### src/rtl/playfair_decrypt_top_defines.svh
// assertion macros for the playfair decrypt block
// no dependencies; included by the controller and the datapath
`ifndef PLAYFAIR_DECRYPT_TOP_DEFINES_SVH
`define PLAYFAIR_DECRYPT_TOP_DEFINES_SVH
`ifndef SYNTH
`define PFD_ASSERT(lbl, clk, rst, prop) \
   lbl: assert property (@(posedge clk) disable iff (rst) prop) \
      else $error("pfd assertion failed");
`define PFD_ASSERT_ALWAYS(lbl, clk, prop) \
   lbl: assert property (@(posedge clk) prop) \
      else $error("pfd assertion failed");
`else
`define PFD_ASSERT(lbl, clk, rst, prop)
`define PFD_ASSERT_ALWAYS(lbl, clk, prop)
`endif
`endif

### src/rtl/pfd_pkg.sv
// shared types and constants for the playfair decrypt block
// no dependencies
`default_nettype none

package pfd_pkg;

   localparam int GRID_SIDE_DEF = 5;
   localparam int LETTER_W      = 5;
   localparam int LETTERS       = 26;

   typedef logic [LETTER_W-1:0] letter_type;

   localparam letter_type LETTER_I    = 5'd8;
   localparam letter_type LETTER_J    = 5'd9;
   localparam letter_type LETTER_LAST = 5'd25;

   localparam logic OP_KEY     = 1'b0;
   localparam logic OP_DECRYPT = 1'b1;

   typedef enum logic [1:0] {
      ST_IDLE,
      ST_FILL,
      ST_OUT
   } state_type;

   typedef struct packed {
      logic key_write;
      logic fill_step;
      logic search_load;
      logic out_load;
   } cmd_type;

   typedef struct packed {
      logic fill_done;
   } status_type;

   // square contents after reset: alphabet with j left out
   function automatic letter_type reset_letter(input int pos);
      if (pos < int'(LETTER_J)) begin
         return letter_type'(pos);
      end
      return letter_type'(pos + 1);
   endfunction

endpackage

`default_nettype wire

### src/rtl/pfd_datapath.sv
// key square storage, letter placement, digraph search and output register
// depends on pfd_pkg and playfair_decrypt_top_defines.svh
`default_nettype none
`include "playfair_decrypt_top_defines.svh"

module pfd_datapath import pfd_pkg::*; #(
   parameter int GRID_SIDE = GRID_SIDE_DEF
) (
   input  wire logic       clock,
   input  wire logic       reset,
   input  wire cmd_type    cmd,
   input  wire letter_type req_letter_a,
   input  wire letter_type req_letter_b,
   input  wire logic       req_key_first,
   output letter_type      rsp_plain_a,
   output letter_type      rsp_plain_b,
   output status_type      status
);

   localparam int CELLS = GRID_SIDE * GRID_SIDE;
   localparam int IDX_W = $clog2(GRID_SIDE);
   localparam int POS_W = $clog2(CELLS + 1);
   localparam logic [LETTERS-1:0] USED_RESET = LETTERS'(1) << LETTER_J;

   letter_type square_ff [CELLS];
   letter_type square_in [CELLS];
   logic [LETTERS-1:0] used_ff, used_in;
   logic [POS_W-1:0]   fill_ff, fill_in;
   letter_type         step_ff, step_in;

   logic [LETTERS-1:0] base_used;
   logic [POS_W-1:0]   base_fill;
   letter_type         place_letter;
   logic [LETTERS-1:0] letter_oh;
   logic               place_ok;

   letter_type         look_letter [2];
   logic [CELLS-1:0]   match [2];
   logic [CELLS-1:0]   first_hit [2];
   logic [IDX_W-1:0]   row_idx [2];
   logic [IDX_W-1:0]   col_idx [2];
   logic [IDX_W-1:0]   row_ff [2];
   logic [IDX_W-1:0]   col_ff [2];
   logic [IDX_W-1:0]   out_row [2];
   logic [IDX_W-1:0]   out_col [2];
   letter_type         pick [2];
   letter_type         plain_a_ff, plain_b_ff;

   function automatic logic [IDX_W-1:0] step_back(input logic [IDX_W-1:0] x);
      return (x == '0) ? IDX_W'(GRID_SIDE - 1) : x - 1'b1;
   endfunction

   // placement: one keyword letter or one alphabet step of the fill walk
   always_comb begin
      base_used    = used_ff;
      base_fill    = fill_ff;
      place_letter = step_ff;
      if (cmd.key_write) begin
         place_letter = req_letter_a;
         if (req_key_first) begin
            base_used = USED_RESET;
            base_fill = '0;
         end
      end
      for (int l = 0; l < LETTERS; l++) begin
         letter_oh[l] = (place_letter == LETTER_W'(l));
      end
      // letters beyond z give an empty one-hot and are dropped
      place_ok = (cmd.key_write || cmd.fill_step) && (|letter_oh)
                 && !(|(letter_oh & base_used)) && (base_fill < POS_W'(CELLS));
      used_in = place_ok ? (base_used | letter_oh) : base_used;
      fill_in = base_fill + POS_W'(place_ok);
      for (int p = 0; p < CELLS; p++) begin
         square_in[p] = square_ff[p];
         if (place_ok && base_fill == POS_W'(p)) begin
            square_in[p] = place_letter;
         end
      end
      if (cmd.key_write) begin
         step_in = '0;
      end else if (cmd.fill_step) begin
         step_in = step_ff + 1'b1;
      end else begin
         step_in = step_ff;
      end
   end

   assign status.fill_done = (step_ff == LETTER_LAST);

   // search: first matching cell in row-major order, row 0 column 0 when absent
   always_comb begin
      look_letter[0] = req_letter_a;
      look_letter[1] = req_letter_b;
      for (int lane = 0; lane < 2; lane++) begin
         if (look_letter[lane] == LETTER_J) begin
            look_letter[lane] = LETTER_I;
         end
         for (int p = 0; p < CELLS; p++) begin
            match[lane][p] = (square_ff[p] == look_letter[lane]);
         end
         first_hit[lane] = match[lane] & (~match[lane] + 1'b1);
         row_idx[lane] = '0;
         col_idx[lane] = '0;
         for (int r = 0; r < GRID_SIDE; r++) begin
            for (int c = 0; c < GRID_SIDE; c++) begin
               if (first_hit[lane][r*GRID_SIDE + c]) begin
                  row_idx[lane] = row_idx[lane] | IDX_W'(r);
                  col_idx[lane] = col_idx[lane] | IDX_W'(c);
               end
            end
         end
      end
   end

   // playfair rules on the registered positions
   always_comb begin
      for (int lane = 0; lane < 2; lane++) begin
         if (row_ff[0] == row_ff[1]) begin
            out_row[lane] = row_ff[lane];
            out_col[lane] = step_back(col_ff[lane]);
         end else if (col_ff[0] == col_ff[1]) begin
            out_row[lane] = step_back(row_ff[lane]);
            out_col[lane] = col_ff[lane];
         end else begin
            out_row[lane] = row_ff[lane];
            out_col[lane] = col_ff[1 - lane];
         end
         pick[lane] = '0;
         for (int r = 0; r < GRID_SIDE; r++) begin
            for (int c = 0; c < GRID_SIDE; c++) begin
               if (out_row[lane] == IDX_W'(r) && out_col[lane] == IDX_W'(c)) begin
                  pick[lane] = square_ff[r*GRID_SIDE + c];
               end
            end
         end
      end
   end

   always_ff @(posedge clock) begin
      if (reset) begin
         for (int p = 0; p < CELLS; p++) begin
            square_ff[p] <= reset_letter(p);
         end
         used_ff <= USED_RESET;
         fill_ff <= '0;
         step_ff <= '0;
      end else begin
         for (int p = 0; p < CELLS; p++) begin
            square_ff[p] <= square_in[p];
         end
         used_ff <= used_in;
         fill_ff <= fill_in;
         step_ff <= step_in;
      end
   end

   always_ff @(posedge clock) begin
      if (cmd.search_load) begin
         row_ff[0] <= row_idx[0];
         row_ff[1] <= row_idx[1];
         col_ff[0] <= col_idx[0];
         col_ff[1] <= col_idx[1];
      end
      if (cmd.out_load) begin
         plain_a_ff <= pick[0];
         plain_b_ff <= pick[1];
      end
   end

   assign rsp_plain_a = plain_a_ff;
   assign rsp_plain_b = plain_b_ff;

   `PFD_ASSERT_ALWAYS(a_fill_bound, clock, reset || fill_ff <= POS_W'(CELLS))
   `PFD_ASSERT(a_fill_steady, clock, reset, !(cmd.key_write || cmd.fill_step) |=> $stable(fill_ff))
   `PFD_ASSERT(a_j_kept_used, clock, reset, used_ff[LETTER_J])

endmodule

`default_nettype wire

### src/rtl/pfd_ctrl.sv
// controller state machine: handshakes and datapath commands
// depends on pfd_pkg and playfair_decrypt_top_defines.svh
`default_nettype none
`include "playfair_decrypt_top_defines.svh"

module pfd_ctrl import pfd_pkg::*; (
   input  wire logic       clock,
   input  wire logic       reset,
   input  wire logic       req_valid,
   input  wire logic       req_operation,
   input  wire logic       req_key_last,
   input  wire logic       rsp_stall,
   input  wire status_type status,
   output logic            req_stall,
   output logic            rsp_valid,
   output cmd_type         cmd
);

   state_type state_ff, state_in;
   logic      rsp_valid_ff, rsp_valid_in;

   always_ff @(posedge clock) begin
      if (reset) begin
         state_ff     <= ST_IDLE;
         rsp_valid_ff <= 1'b0;
      end else begin
         state_ff     <= state_in;
         rsp_valid_ff <= rsp_valid_in;
      end
   end

   always_comb begin
      state_in = state_ff;
      cmd      = '0;
      case (state_ff)
         ST_IDLE: begin
            if (req_valid) begin
               if (req_operation == OP_KEY) begin
                  cmd.key_write = 1'b1;
                  if (req_key_last) begin
                     state_in = ST_FILL;
                  end
               end else begin
                  cmd.search_load = 1'b1;
                  state_in        = ST_OUT;
               end
            end
         end
         ST_FILL: begin
            // one alphabet letter per cycle
            cmd.fill_step = 1'b1;
            if (status.fill_done) begin
               state_in = ST_IDLE;
            end
         end
         ST_OUT: begin
            if (!rsp_valid_ff || !rsp_stall) begin
               cmd.out_load = 1'b1;
               state_in     = ST_IDLE;
            end
         end
         default: begin
            state_in = ST_IDLE;
         end
      endcase
      rsp_valid_in = cmd.out_load || (rsp_valid_ff && rsp_stall);
   end

   assign req_stall = (state_ff != ST_IDLE);
   assign rsp_valid = rsp_valid_ff;

   `PFD_ASSERT(a_out_waits, clock, reset, (state_ff == ST_OUT && rsp_valid_ff && rsp_stall) |=> state_ff == ST_OUT)
   `PFD_ASSERT(a_decrypt_to_out, clock, reset, (req_valid && !req_stall && req_operation == OP_DECRYPT) |=> state_ff == ST_OUT)
   `PFD_ASSERT(a_last_to_fill, clock, reset, (req_valid && !req_stall && req_operation == OP_KEY && req_key_last) |=> state_ff == ST_FILL)
   `PFD_ASSERT(a_rsp_from_out, clock, reset, $rose(rsp_valid_ff) |-> $past(state_ff == ST_OUT))

endmodule

`default_nettype wire

### src/rtl/playfair_decrypt_top.sv
// playfair 5x5 key square builder and digraph decryptor
// decrypt: positions registered, then output register loaded; requests stall until then
// keyword letter: placed at once; key_last adds the alphabet fill walk (one letter each)
// the output register lets the next item in while a result still waits
// reset is synchronous: square returns to the alphabet without j, fill position zero
`default_nettype none

module playfair_decrypt_top import pfd_pkg::*; #(
   parameter int GRID_SIDE = GRID_SIDE_DEF
) (
   input  wire logic       clock,
   input  wire logic       reset,
   input  wire logic       req_valid,
   output logic            req_stall,
   input  wire logic       req_operation,
   input  wire letter_type req_letter_a,
   input  wire letter_type req_letter_b,
   input  wire logic       req_key_first,
   input  wire logic       req_key_last,
   output logic            rsp_valid,
   input  wire logic       rsp_stall,
   output letter_type      rsp_plain_a,
   output letter_type      rsp_plain_b
);

   cmd_type    cmd;
   status_type status;

   pfd_ctrl u_ctrl (
      .clock         (clock),
      .reset         (reset),
      .req_valid     (req_valid),
      .req_operation (req_operation),
      .req_key_last  (req_key_last),
      .rsp_stall     (rsp_stall),
      .status        (status),
      .req_stall     (req_stall),
      .rsp_valid     (rsp_valid),
      .cmd           (cmd)
   );

   pfd_datapath #(
      .GRID_SIDE (GRID_SIDE)
   ) u_datapath (
      .clock         (clock),
      .reset         (reset),
      .cmd           (cmd),
      .req_letter_a  (req_letter_a),
      .req_letter_b  (req_letter_b),
      .req_key_first (req_key_first),
      .rsp_plain_a   (rsp_plain_a),
      .rsp_plain_b   (rsp_plain_b),
      .status        (status)
   );

endmodule

`default_nettype wire
### config.mk
export PLATFORM = sky130hd
export DESIGN_NAME = playfair_decrypt_top
export DESIGN_NICKNAME = d
export VERILOG_FILES = /design/src/rtl/pfd_pkg.sv /design/src/rtl/pfd_datapath.sv /design/src/rtl/pfd_ctrl.sv /design/src/rtl/playfair_decrypt_top.sv
export VERILOG_INCLUDE_DIRS = /design/src /design/src/rtl
export SDC_FILE = /design/constraint.sdc
export NUM_CORES = 1
export LEC_CHECK = 0
export BUFFER_PORTS_ARGS = -buffer_cell sky130_fd_sc_hd__buf_2
export CAP_MARGIN = 10
export CORE_ASPECT_RATIO = 1.5
export CORE_MARGIN = 4
export CORE_UTILIZATION = 30
export CTS_BUF_LIST = sky130_fd_sc_hd__clkbuf_2
export DETAILED_ROUTE_END_ITERATION = 16
export PLACE_DENSITY = 0.41
export SYNTH_ARGS = -nofsm -noshare
export SYNTH_HDL_FRONTEND = slang
export SYNTH_SLANG_ARGS = --single-unit
### constraint.sdc
create_clock -name clock -period 3.75 [get_ports clock]
set_input_delay 0.375 -clock clock [delete_from_list [all_inputs] [get_ports clock]]
set_output_delay 0.375 -clock clock [all_outputs]
set_load 0.01 [all_outputs]
# Word-level counts from Yosys, hierarchy flattened
# Memories as Yosys holds them, arrays and structs flattened.
# Cells that the tools add are included.
[word_totals]
regBits = 49
latchBits = 0
ramBits = 137
rom_bits = 0
inputBits = 17
out_inout_bits = 12
word_cells = 516
memories = 3
[mem_list]
columns = ["name", "words", "width", "rd", "rd_clocked_by_memory_dff", "wr", "line_no", "rtl"]
rows = [
  ["u_datapath.square_ff", 25, 5, 25, 0, 25, "pfd_datapath.sv:25", "letter_type square_ff [CELLS];"],
  ["u_datapath.col_ff", 2, 3, 2, 0, 2, "pfd_datapath.sv:43", "logic [IDX_W-1:0] col_ff [2];"],
  ["u_datapath.row_ff", 2, 3, 2, 0, 2, "pfd_datapath.sv:42", "logic [IDX_W-1:0] row_ff [2];"],
]
[op_classes]
addsub = 8
n_mul = 0
div = 0
magnitude_cmp = 1
eq_ne = 126
n_shift = 0
n_mux = 239
bitwise = 31
n_reduce_logical = 101
[op_table]
columns = ["cell", "n"]
rows = [
  ["$mux 5", 114],
  ["$eq 5x5->1", 50],
  ["$eq 5x5->1 const B", 20],
  ["$mux 3", 33],
  ["$mux 2", 47],
  ["$eq 5x4->1 const B", 18],
  ["$logic_and 1x1->1", 79],
  ["$mux 26", 3],
  ["$reduce_or 26->1", 2],
  ["$add 25x1->25 const B", 2],
  ["$and 25x25->25", 2],
  ["$not 25->25", 2],
  ["$eq 5x3->1 const B", 8],
  ["$mux 1", 40],
  ["$and 26x26->26", 1],
  ["$or 26x26->26", 1],
  ["$or 1x1->1", 25],
  ["$eq 3x2->1 const B", 8],
  ["$logic_not 3->1", 8],
  ["$eq 5x2->1 const B", 4],
  ["$eq 3x1->1 const B", 4],
  ["$eq 3x3->1 const B", 4],
  ["$sub 3x1->3 const B", 4],
  ["$eq 5x1->1 const B", 2],
  ["18 further kinds", 25],
]

# Depth between registers and ports, before layout
# Gate-level depths: netlist of run 1.
# An unclocked memory read counts as a cell.
[logic_depth]
depth_word = 32
mapped_depth = 15
mapped_depth_nobuf = 12

# By module
# From an unflattened synthesis of run 1, not the netlist that was laid out.
[hier_totals]
hier_cells = 1750
area_unflattened_um2 = 14186.1
[modules_own_cells]
columns = ["module", "n_inst", "cells_per_inst", "area_per_inst_um2", "seq_area_each_um2"]
rows = [
  ["pfd_datapath", 1, 1732, 14023.4, 3883.7],
  ["pfd_ctrl", 1, 18, 162.7, 60.1],
]

# Worst setup path after synthesis of run 1
# OpenSTA, ideal clock, no wires.
[synth_timing]
path_kind = "reg2reg"
startpoint = "reg u_ctrl.state_ff[1]"
endpoint = "reg u_datapath.fill_ff[4]"
setup_time_ns = 0.115
arrival_ns = 3.256
t_required_ns = 3.635
path_slack_ns = 0.379
path_stages_with_launch = 14
path_buffers = 1
period_less_slack_ns = 3.371
path_cell_list = "dfxtp_1 > nor4b_4 > buf_6 > mux2i_2 > o21ai_1 > o32ai_1 > o31ai_4 > nand3_1 > inv_1 > ha_1 > ha_1 > nand3_1 > xor2_1 > nor2_1"
[synth_via]
elab_chain_len = 10
elab_cells_between_ends = 43
cone_classes = "add/sub: 1; order compare: 1; eq/ne: 26; mux: 5; bitwise: 1; reduce/logical: 9"
[synth_rtl]
columns = ["item", "line_no", "rtl"]
rows = [
  ["start: declaration", "pfd_ctrl.sv:19", "state_type state_ff, state_in;"],
  ["start signal: assignment", "pfd_ctrl.sv:27", "state_ff <= state_in;"],
  ["$logic_not 2->1", "pfd_ctrl.sv:35", "case (state_ff)"],
  ["$mux 1", "pfd_ctrl.sv:35", ""],
  ["$mux 5", "pfd_datapath.sv:58", "if (cmd.key_write) begin"],
  ["$eq 5x1->1 (tied with other cells)", "pfd_datapath.sv:66", "letter_oh[l] = (place_letter == LETTER_W'(l));"],
  ["$and 26x26->26", "pfd_datapath.sv:70", "&& !(|(letter_oh & base_used)) && (base_fill < POS_W'(CELLS));"],
  ["$reduce_or 26->1", "pfd_datapath.sv:70", ""],
  ["$logic_not 1->1", "pfd_datapath.sv:70", ""],
  ["$logic_and 1x1->1 (2 in a row)", "pfd_datapath.sv:70", ""],
  ["$add 5x1->5 *", "pfd_datapath.sv:72", "fill_in = base_fill + POS_W'(place_ok);"],
  ["end signal: assignment", "pfd_datapath.sv:152", "fill_ff <= fill_in;"],
  ["end: declaration", "pfd_datapath.sv:28", "logic [POS_W-1:0] fill_ff, fill_in;"],
]
# Every way passes the cells marked *; elsewhere a longest branch is shown, timed or not.
# A chain may end at the register's enable or synchronous reset.

==> results of run 1 <==
-- power groups by stage --
stage / sequential [W] / combinational (W) / clock [W]
after floorplan: 0.00211 / 0.000745 / 0
after global placement: 0.00212 / 0.00129 / 0
after detailed placement: 0.00212 / 0.00128 / 0
after CTS: 0.00209 / 0.00129 / 0.00124
after global routing: 0.00209 / 0.00138 / 0.00130
final: 0.00209 / 0.00131 / 0.00119
-- routing by layer --
layer	global-route usage	up-vias	wire (µm)
li1	-	6771	-
met1	0.2907	7033	25770
met2	0.4591	506	33830
met3	0.02518	177	2461
met4	0.1512	0	4751
met5	0	-	0
-- metrics by stage --
stage          cells  power [W]
2_1_floorplan   1802   0.002850
3_3_place_gp    2446   0.003408
3_5_place_dp    2446   0.003404
4_1_cts         2484   0.004622
5_1_grt         2485   0.004780
6_report        2485   0.004590
-- logic make-up after synthesis --
logic type / share of synthesized area
flops: 0.2761
buf+inv: 0.04871
xor+xnor: 0.1472
fa+ha+maj: 0.007009
simple gates: 0.2256
compound gates: 0.2111
mux: 0.08427
-- sequential cells by signal, indices dropped and copies added (netlist names) --
name	cells
u_datapath.used_ff	26
u_datapath.step_ff	5
u_datapath.rsp_plain_b	5
u_datapath.fill_ff	5
u_datapath.col_ff	6
u_datapath.square_ff	125
u_datapath.rsp_plain_a	5
u_ctrl.state_ff	2
u_datapath.row_ff	6
u_ctrl.rsp_valid	1
-- Yosys cell counts (7+ instances only) --
cell type    n
dfxtp_1    164
nand2_1    162
nor2_1     162
xnor2_1    132
xor2_1     108
mux2i_1    102
clkbuf_1    97
a21oi_1     93
o21ai_0     91
nand3_1     70
nor3_1      60
nand4_1     56
o22ai_1     35
nor4_1      32
inv_1       27
buf_2       25
edfxtp_1    22
a21o_1      20
a222oi_1    20
mux2_2      15
nor2b_1     15
a221oi_1    14
a31oi_1     14
a22o_1      13
a22oi_1     13
nand2b_1    12
and2_1      10
o211ai_1    10
a21boi_0     9
buf_1        9
o31ai_1      9
or4_1        9
a211oi_1     8
ha_1         8
o32ai_1      8
or3_1        8
o21a_1       7
-- final cells by class --
type / instances / area share
clock buffer: 17 / 0.005218
multi-input combinational: 1451 / 0.5967
clock inverter: 15 / 0.01151
antenna: 1 / 0.0001535
tap: 594 / 0.04558
inverter: 28 / 0.006446
timing repair buffer: 193 / 0.09255
sequential: 186 / 0.2419
-- worst max-delay path, stage by stage, from the launching register on --
cell	delay, ns
edfxtp_1	0.60
or2_2	0.36
inv_1	0.07
ha_1	0.30
nand3_1	0.12
mux2i_1	0.08
buf_4	0.20
a222oi_1	0.29
o21ai_0	0.19
a221oi_1	0.65
buf_4	0.23
o2111ai_1	0.23
a22o_1	0.28
-- worst paths after layout --
path	cells after the start	start	slack, ns	endpoint
setup / recovery	12	u_datapath.col_ff[0][4]$_SDFFCE_PP1P_	-0.05	u_datapath.rsp_plain_b[1]$_DFFE_PP_
hold / removal	4	req_valid	0.11	u_datapath.step_ff[3]$_SDFFE_PP0P_
setup reg to reg	12	u_datapath.col_ff[0][4]$_SDFFCE_PP1P_	-0.05	u_datapath.rsp_plain_b[1]$_DFFE_PP_
hold reg to reg	2	u_datapath.used_ff[22]$_SDFF_PP0_	0.48	u_datapath.used_ff[22]$_SDFF_PP0_
-- what timing repair did --
action / in CTS / in global routing
hold buffers: 6 / 0
pin swaps: 0 / 0
setup buffers: 0 / 0
gates resized for setup: 1 / 6
hold endpoints to repair: 29 / 0
endpoints found under the setup margin: 1 / 34
==> flow_metrics.env, run 1 <==
export IMPL_status="finished, violations left"
export IMPL_violations="setup timing"
export IMPL_rows=97
export IMPL_critPathArrivalTime_ns=4.50
export IMPL_min_period_ns=3.799
export IMPL_die_area_um2=51240
export IMPL_n_fill_cell=5100
export IMPL_antenna_found_initial=1
export IMPL_multi_input_area_um2=9728
export IMPL_comb_power_share=0.285
export IMPL_grt_pass1_wl_um=96480
export IMPL_hold_class="input pin to flop"
export IMPL_viasPerCell=5.830
export IMPL_drt_total_wl_um=66810
export IMPL_routedWlPerCell_um=26.89
export IMPL_cp_required_ns=4.46
export IMPL_utilization=0.3480
export IMPL_grt_pass1_vias=14172
export IMPL_p_int_w=0.002871
export IMPL_power_density_nw_per_um2=281.5
export IMPL_synthCells=1802
export IMPL_async_reset_ff_frac=0
export IMPL_syn_area_per_cell_um2=7.926
export IMPL_start_util=0.3049
export IMPL_clockBufferDepth=2
export IMPL_slew_headroom=0.3464
export IMPL_drc=0
export IMPL_synth_top_cell_by_area="dfxtp_1"
export IMPL_drv_slew=0
export IMPL_synthToLayoutAreaGrowth_pct=14.16
export IMPL_swShare=0.3745
export IMPL_seqPwrFrac=0.455
export IMPL_grt_usage=0.2561
export IMPL_numClockSinks=186
export IMPL_worstSetupEndpointType="flop"
export IMPL_synth_top_area_share=0.2299
export IMPL_nNetsFinal=1902
export IMPL_maxCapViolations=0
export IMPL_whs_ns=0.1131
export IMPL_finalSetupTns_ns=-0.04882
export IMPL_num_vias=14487
export IMPL_post_place_ws_ns=0.03056
export IMPL_post_route_period_util=1.013
export IMPL_rsz0062_at_grt="no"
export IMPL_dr_pass1_iters=8
export IMPL_worst_slack_ns=-0.04882
export IMPL_die_w_um=186.2
export IMPL_grt_ovfl_total=0
export IMPL_syn_cell_area_um2=14280
export IMPL_clockRootBuffer="clkbuf_2"
export IMPL_synthTopCellsByArea="dfxtp_1 23%, xnor2_1 8.1%, mux2i_1 7.1%, xor2_1 6.6%, edfxtp_1 4.6%"
export IMPL_switching_power_w=0.001719
export IMPL_crit_type="flop to flop"
export IMPL_h_tree_depth=4
export IMPL_ys_warn_count=0
export IMPL_hold_violations=0
export IMPL_final_cell_mix="164 x dfxtp_1, 162 x nor2_1, 162 x nand2_1"
export IMPL_clockPowerShare=0.260
export IMPL_synth_nets=1827
export IMPL_clkSlewWorstSetupHoldPaths_ns=0.35
export IMPL_fmax_ghz=0.2632
export IMPL_fin_area_um2=16300
export IMPL_die_y_um=275.2
export IMPL_clock_latency_ns=0.89
export IMPL_ys_types=92
export IMPL_portBuffers=28
export IMPL_cts_buffers=17
export IMPL_synth_seq_cells=186
export IMPL_dp_hpwl_um=53040
export IMPL_setup_viol=1
export IMPL_drive_gt1_frac=0.1497
export IMPL_critPathLaunchType="flop"
export IMPL_grt_max_degree=60
export IMPL_irDropWorstVdd_mv=0.1865
export IMPL_postPlaceCellArea_um2=15930
export IMPL_cts_tree="done"
export IMPL_core_area_um2=46850
export IMPL_ant_nets=0
export IMPL_pin_count=29
export IMPL_drt_iter0_markers=1129
export IMPL_worstMarginPinSlew_ns=0.9804
export IMPL_ff_latch_area_um2=3944
export IMPL_p_leak_nw=5.999
export IMPL_dominantRegCellSynth="dfxtp_1"
export IMPL_layout_commonest_cell="dfxtp_1"
export IMPL_path_max_fanout=9
export IMPL_clock_skew_ns=0.07130
export IMPL_gp_congestion=0.9484
export IMPL_yosysSeqAreaShare=0.2761
export IMPL_synth_edf_count=22
(Power assumes the default switching activity.)
==> run 2: changes to the inputs <==
==> constraint.sdc (replaced) <==
create_clock -name clock -period 4.2 [get_ports clock]
set_input_delay 0.21 -clock clock [delete_from_list [all_inputs] [get_ports clock]]
set_output_delay 0.21 -clock clock [all_outputs]
set_load 0.01 [all_outputs]
==> flow_metrics.env, run 2 (same netlist as run 1, synthesis figures left out) <==
export IMPL_status="completed"
export IMPL_dp_hpwl_um=52040
export IMPL_use_met1=0.2973
export IMPL_setup_viol=0
export IMPL_drive_gt1_frac=0.1165
export IMPL_die_w_um=186.2
export IMPL_met3_usage=0.03230
export IMPL_rows=97
export IMPL_irDropWorstVdd_mv=0.1404
export IMPL_cts_tree="done"
export IMPL_maxCapViolations=0
export IMPL_viasPerCell=5.950
export IMPL_num_vias=14424
export IMPL_worstSetupEndpointType="flop"
export IMPL_drt_total_wl_um=67010
export IMPL_placed_cells=2382
export IMPL_worstMarginPinSlew_ns=1.233
export IMPL_dr_pass1_iters=7
export IMPL_gp_congestion=0.9535
export IMPL_cts_buffers=17
export IMPL_clockBufferDepth=2
export IMPL_critPathArrivalTime_ns=4.76
export IMPL_grt_pass1_vias=14192
export IMPL_h_tree_depth=4
export IMPL_core_area_um2=46850
export IMPL_finalSetupTns_ns=0
export IMPL_crit_chain="inv_1 > ha_1 > nand2b_1 > nor2_1 > mux2_2 > nor3_1 > a21oi_1 > nor4_1 > o22ai_1"
export IMPL_largest_register="u_datapath.square_ff"
export IMPL_p_leak_nw=5.673
export IMPL_drt_iter0_markers=1208
export IMPL_clock_skew_ns=0.04227
export IMPL_numClockSinks=186
export IMPL_cp_required_ns=4.82
export IMPL_pin_count=29
export IMPL_layout_cells_non_filler=2424
export IMPL_hold_class="input pin to flop"
export IMPL_ant_nets=0
export IMPL_die_y_um=275.2
export IMPL_final_cell_mix="164 x dfxtp_1, 162 x nor2_1, 162 x nand2_1"
export IMPL_multi_input_area_um2=9701
export IMPL_slowest_stage="nor4_1"
export IMPL_ctsResizeCount=0
export IMPL_nNetsFinal=1841
export IMPL_grt_pass1_wl_um=97740
export IMPL_grt_busiest_layer="met2"
export IMPL_ctsHoldBuffers=9
export IMPL_min_period_ns=4.136
export IMPL_slew_headroom=0.1780
export IMPL_layout_commonest_cell="dfxtp_1"
export IMPL_fmax_ghz=0.2418
export IMPL_drv_slew=0
export IMPL_reg_largest_list="u_datapath.square_ff x125, u_datapath.used_ff x26"
export IMPL_largest_register_ffs=125
export IMPL_portBuffers=28
export IMPL_clockRootBuffer="clkbuf_2"
export IMPL_die_area_um2=51240
export IMPL_grt_ovfl_total=0
export IMPL_post_cts_setup_buffers=0
export IMPL_drc=0
export IMPL_hold_violations=0
export IMPL_gr_usage_met2=0.4573
export IMPL_antenna_found_initial=1
export IMPL_start_util=0.3049
export IMPL_crit_type="flop to flop"
export IMPL_clkSlewWorstSetupHoldPaths_ns=0.31
export IMPL_rsz0062_at_grt="no"
export IMPL_synthToLayoutAreaGrowth_pct=10.03
export IMPL_critPathLaunchType="flop"
export IMPL_grt_max_degree=67
export IMPL_slowest_delay_ns=0.75
export IMPL_routedWlPerCell_um=27.64
export IMPL_clock_latency_ns=0.87
export IMPL_post_route_period_util=0.9848
export IMPL_ff_latch_area_um2=3944
export IMPL_power_density_nw_per_um2=252.4
export IMPL_n_fill_cell=5112
export IMPL_grt_usage=0.2585
export IMPL_path_max_fanout=15
==> run 2: cell type report <==
cell class | count | share of cell area
clock buffers | 19 | 0.006051
repair buffers | 132 | 0.06258
inverters | 28 | 0.006688
diodes | 1 | 0.0001592
flip-flops and latches | 186 | 0.2510
clock inverters | 13 | 0.008997
well taps | 594 | 0.04729
multi-input cells | 1451 | 0.6173
==> run 2: worst paths after layout <==
check                                          from                                   to  slack, ns  cells after the start
hold reg to reg   u_datapath.used_ff[22]$_SDFF_PP0_    u_datapath.used_ff[22]$_SDFF_PP0_       0.48                      2
setup reg to reg  u_datapath.col_ff[0][2]$_DFFE_PP_  u_datapath.rsp_plain_a[1]$_DFFE_PP_       0.06                      9
setup / recovery  u_datapath.col_ff[0][2]$_DFFE_PP_  u_datapath.rsp_plain_a[1]$_DFFE_PP_       0.06                      9
hold / removal                            rsp_stall          u_ctrl.rsp_valid$_SDFF_PP0_       0.19                      4
==> run 2: metrics by stage <==
stage,utilization,cell area [µm²],hold slack [ns],total power [W],worst slack [ns]
after floorplan,-,14280,0.3769,0.002545,0.8292
after global placement,0.3282,15370,0.4399,0.002963,0.2712
after detailed placement,0.3284,15390,0.4417,0.002962,0.2398
after CTS,0.3354,15710,0.08846,0.003995,0.2541
after global routing,0.3355,15720,0.07291,0.004139,0.1137
final,0.3355,15720,0.1922,0.003967,0.06384
==> run 2: metal layers <==
layer | wire length [µm] | vias to the layer above
met3 | 2676 | 180
met1 | 26300 | 7127
met4 | 4353 | 0
li1 | - | 6633
met2 | 33680 | 484
met5 | 0 | -
==> run 2: power by group <==
part	switching [W]	leakage (nW)	internal, W
Clock	0.000721	0.151	0.000290
Sequential	0.0000331	1.53	0.00183
Combinational	0.000725	3.99	0.000363
Total	0.00148	5.67	0.00249
==> run 2: worst max-delay path: cells and delay by family, from the launching register on <==
kind | cells | cell delay, ns
AO/OA/AOI/OAI | 2 | 0.56
adder cells (fa/ha/maj) | 1 | 0.43
buffers and inverters | 1 | 0.12
flip-flops | 1 | 0.67
multiplexers | 1 | 0.47
AND/OR/NAND/NOR | 4 | 1.64
==> run 3: changes to the inputs <==
CORE_UTILIZATION = 55   (was 30)
PLACE_DENSITY = 0.68   (was 0.41)
==> flow_metrics.env, run 3 (same netlist as run 1, synthesis figures left out) <==
export IMPL_largest_register="u_datapath.square_ff"
export IMPL_placed_cells=2093
export IMPL_die_y_um=205.4
export IMPL_clockRootBuffer="clkbuf_2"
export IMPL_die_area_um2=28660
export IMPL_drt_total_wl_um=57060
export IMPL_largest_register_ffs=125
export IMPL_min_from="req_valid"
export IMPL_synthToLayoutAreaGrowth_pct=6.395
export IMPL_holdPathStages=4
export IMPL_fin_area_um2=15200
export IMPL_grt_max_degree=54
export IMPL_drc=0
export IMPL_numClockSinks=186
export IMPL_hold_class="input pin to flop"
export IMPL_critPathArrivalTime_ns=4.70
export IMPL_rsz0062_at_grt="no"
export IMPL_min_period_ns=4.118
export IMPL_grt_usage=0.3893
export IMPL_utilization=0.5919
export IMPL_slowest_delay_ns=0.87
export IMPL_r2r_end="u_datapath.rsp_plain_a[1]$_DFFE_PP_"
export IMPL_core_area_um2=25670
export IMPL_layout_cells_non_filler=2136
export IMPL_num_vias=14687
export IMPL_irDropWorstVdd_mv=0.3522
export IMPL_cts_buffers=17
export IMPL_start_util=0.5563
export IMPL_critPathLaunchType="flop"
export IMPL_dp_hpwl_um=44070
export IMPL_layout_commonest_cell="dfxtp_1"
export IMPL_final_cell_mix="164 x dfxtp_1, 162 x nor2_1, 162 x nand2_1"
export IMPL_grt_ovfl_total=0
export IMPL_clkSlewWorstSetupHoldPaths_ns=0.27
export IMPL_viasPerCell=6.876
export IMPL_status="completed"
export IMPL_die_w_um=139.6
export IMPL_hold_violations=0
export IMPL_post_route_period_util=0.9804
export IMPL_worstSetupEndpointType="flop"
export IMPL_rrSetupSlack_ns=0.08
export IMPL_routedWlPerCell_um=26.71
export IMPL_drive_gt1_frac=0.1027
export IMPL_cp_required_ns=4.78
export IMPL_portBuffers=28
export IMPL_ant_nets=0
export IMPL_n_fill_cell=2395
export IMPL_grt_pass1_vias=13979
export IMPL_crit_type="flop to flop"
export IMPL_pin_count=29
export IMPL_crit_chain="or2_2 > inv_1 > ha_1 > nand2b_1 > a2bb2oi_1 > o32ai_2 > buf_4 > a221oi_1 > o32ai_1 > nor4_1 > o22ai_1"
export IMPL_clockBufferDepth=2
export IMPL_worstMarginPinSlew_ns=1.059
export IMPL_postPlaceCellArea_um2=14830
export IMPL_antenna_found_initial=1
export IMPL_path_max_fanout=13
export IMPL_clock_latency_ns=0.91
export IMPL_nNetsFinal=1815
export IMPL_timing_rr_start="u_datapath.col_ff[0][0]$_SDFFCE_PP1P_"
export IMPL_finalSetupTns_ns=0
export IMPL_drv_slew=0
export IMPL_grt_pass1_wl_um=85200
export IMPL_maxCapViolations=0
export IMPL_reg_largest_list="u_datapath.square_ff x125, u_datapath.used_ff x26"
export IMPL_power_density_nw_per_um2=255.9
export IMPL_setup_viol=0
export IMPL_dr_pass1_iters=9
export IMPL_slowest_stage="nor4_1"
export IMPL_fmax_ghz=0.2428
export IMPL_cts_tree="done"
export IMPL_h_tree_depth=4
export IMPL_p_leak_nw=5.550
export IMPL_worst_r2r_cell_count=11
export IMPL_slew_headroom=0.2875
export IMPL_crit_path_start="u_datapath.col_ff[0][0]$_SDFFCE_PP1P_"
export IMPL_min_to="u_datapath.step_ff[1]$_SDFFE_PP0P_"
export IMPL_gp_congestion=1.044
export IMPL_rows=72
export IMPL_drt_iter0_markers=1732
export IMPL_clock_skew_ns=0.07440
-- run 3: cell count changes in the layout (fill, tap and decap cells not counted), moves of 2 or more --
| cell | previous run | this run |
|---|---|---|
| clkinv_4 | 0 | 4 |
| inv_6 | 3 | 5 |
| buf_4 | 93 | 65 |
| dlygate4sd3_1 | 9 | 11 |
| clkbuf_2 | 19 | 17 |
| inv_8 | 2 | 0 |
-- run 3: area by class of cell --
cell class	count	area, µm²	share of cell area
Multi-Input combinational cell	1451	9684	0.6373
Clock inverter	14	165.2	0.01087
Clock buffer	17	85.08	0.005599
Timing Repair Buffer	106	793.3	0.05220
Tap cell	333	416.7	0.02742
Inverter	28	105.1	0.006916
Antenna cell	1	2.502	0.0001647
Sequential cell	186	3944	0.2595
-- run 3: worst max-delay path by stage --
stage | end | slack (ns) | cells after the start
finish | u_datapath.rsp_plain_a[1]$_DFFE_PP_ | 0.08 | 11
global route | u_datapath.rsp_plain_a[1]$_DFFE_PP_ | 0.04 | 11
CTS | u_datapath.square_ff[0][50]$_SDFFE_PP1P_ | 0.34 | 9
detailed placement | u_datapath.square_ff[0][51]$_SDFFE_PP1P_ | 0.36 | 9
global placement | u_datapath.square_ff[0][51]$_SDFFE_PP1P_ | 0.42 | 9
floorplan | u_datapath.fill_ff[4]$_SDFF_PP0_ | 0.83 | 13
-- run 3: metal layers --
layer / GRT usage / vias to the layer above / wire [µm] / part of all wire
met5: 0 / - / 0 / 0
met4: 0.2677 / 0 / 4527 / 0.079
met3: 0.06185 / 242 / 5172 / 0.091
met2: 0.6693 / 879 / 27500 / 0.48
met1: 0.4416 / 6990 / 19860 / 0.35
li1: - / 6576 / - / -
-- run 3: where the power goes --
part | leakage, nW | internal, W | total (W) | switching (W)
clock network | 0.153 | 0.000290 | 0.000993 | 0.000703
registers | 1.53 | 0.00183 | 0.00187 | 0.0000360
logic | 3.87 | 0.000353 | 0.00103 | 0.000672
total | 5.55 | 0.00248 | 0.00389 | 0.00141
-- run 3: what timing repair did --
item | 4_1_cts | 5_1_grt
hold buffers | 11 | 0
setup buffers | 0 | 0
gates resized for setup | 0 | 1
setup endpoints to repair | 0 | 1
hold endpoints to repair | 117 | 0
-- run 3: through the flow --
step	worst slack [ns]	power [W]	hold slack (ns)
6_report	0.08214	0.003888	0.09152
5_1_grt	0.03868	0.004027	0.05921
4_1_cts	0.3429	0.003871	0.02488
3_5_place_dp	0.3586	0.002885	0.4432
3_3_place_gp	0.4178	0.002883	0.4342
2_1_floorplan	0.8292	0.002545	0.3769
-- run 3: critical path: cells and delay by family (launching register included) --
family / cells / cell delay [ns]
AO/OA/AOI/OAI: 5 / 1.37
adder cells (fa/ha/maj): 1 / 0.23
flip-flops: 1 / 0.70
buffers and inverters: 2 / 0.32
AND/OR/NAND/NOR: 3 / 1.21
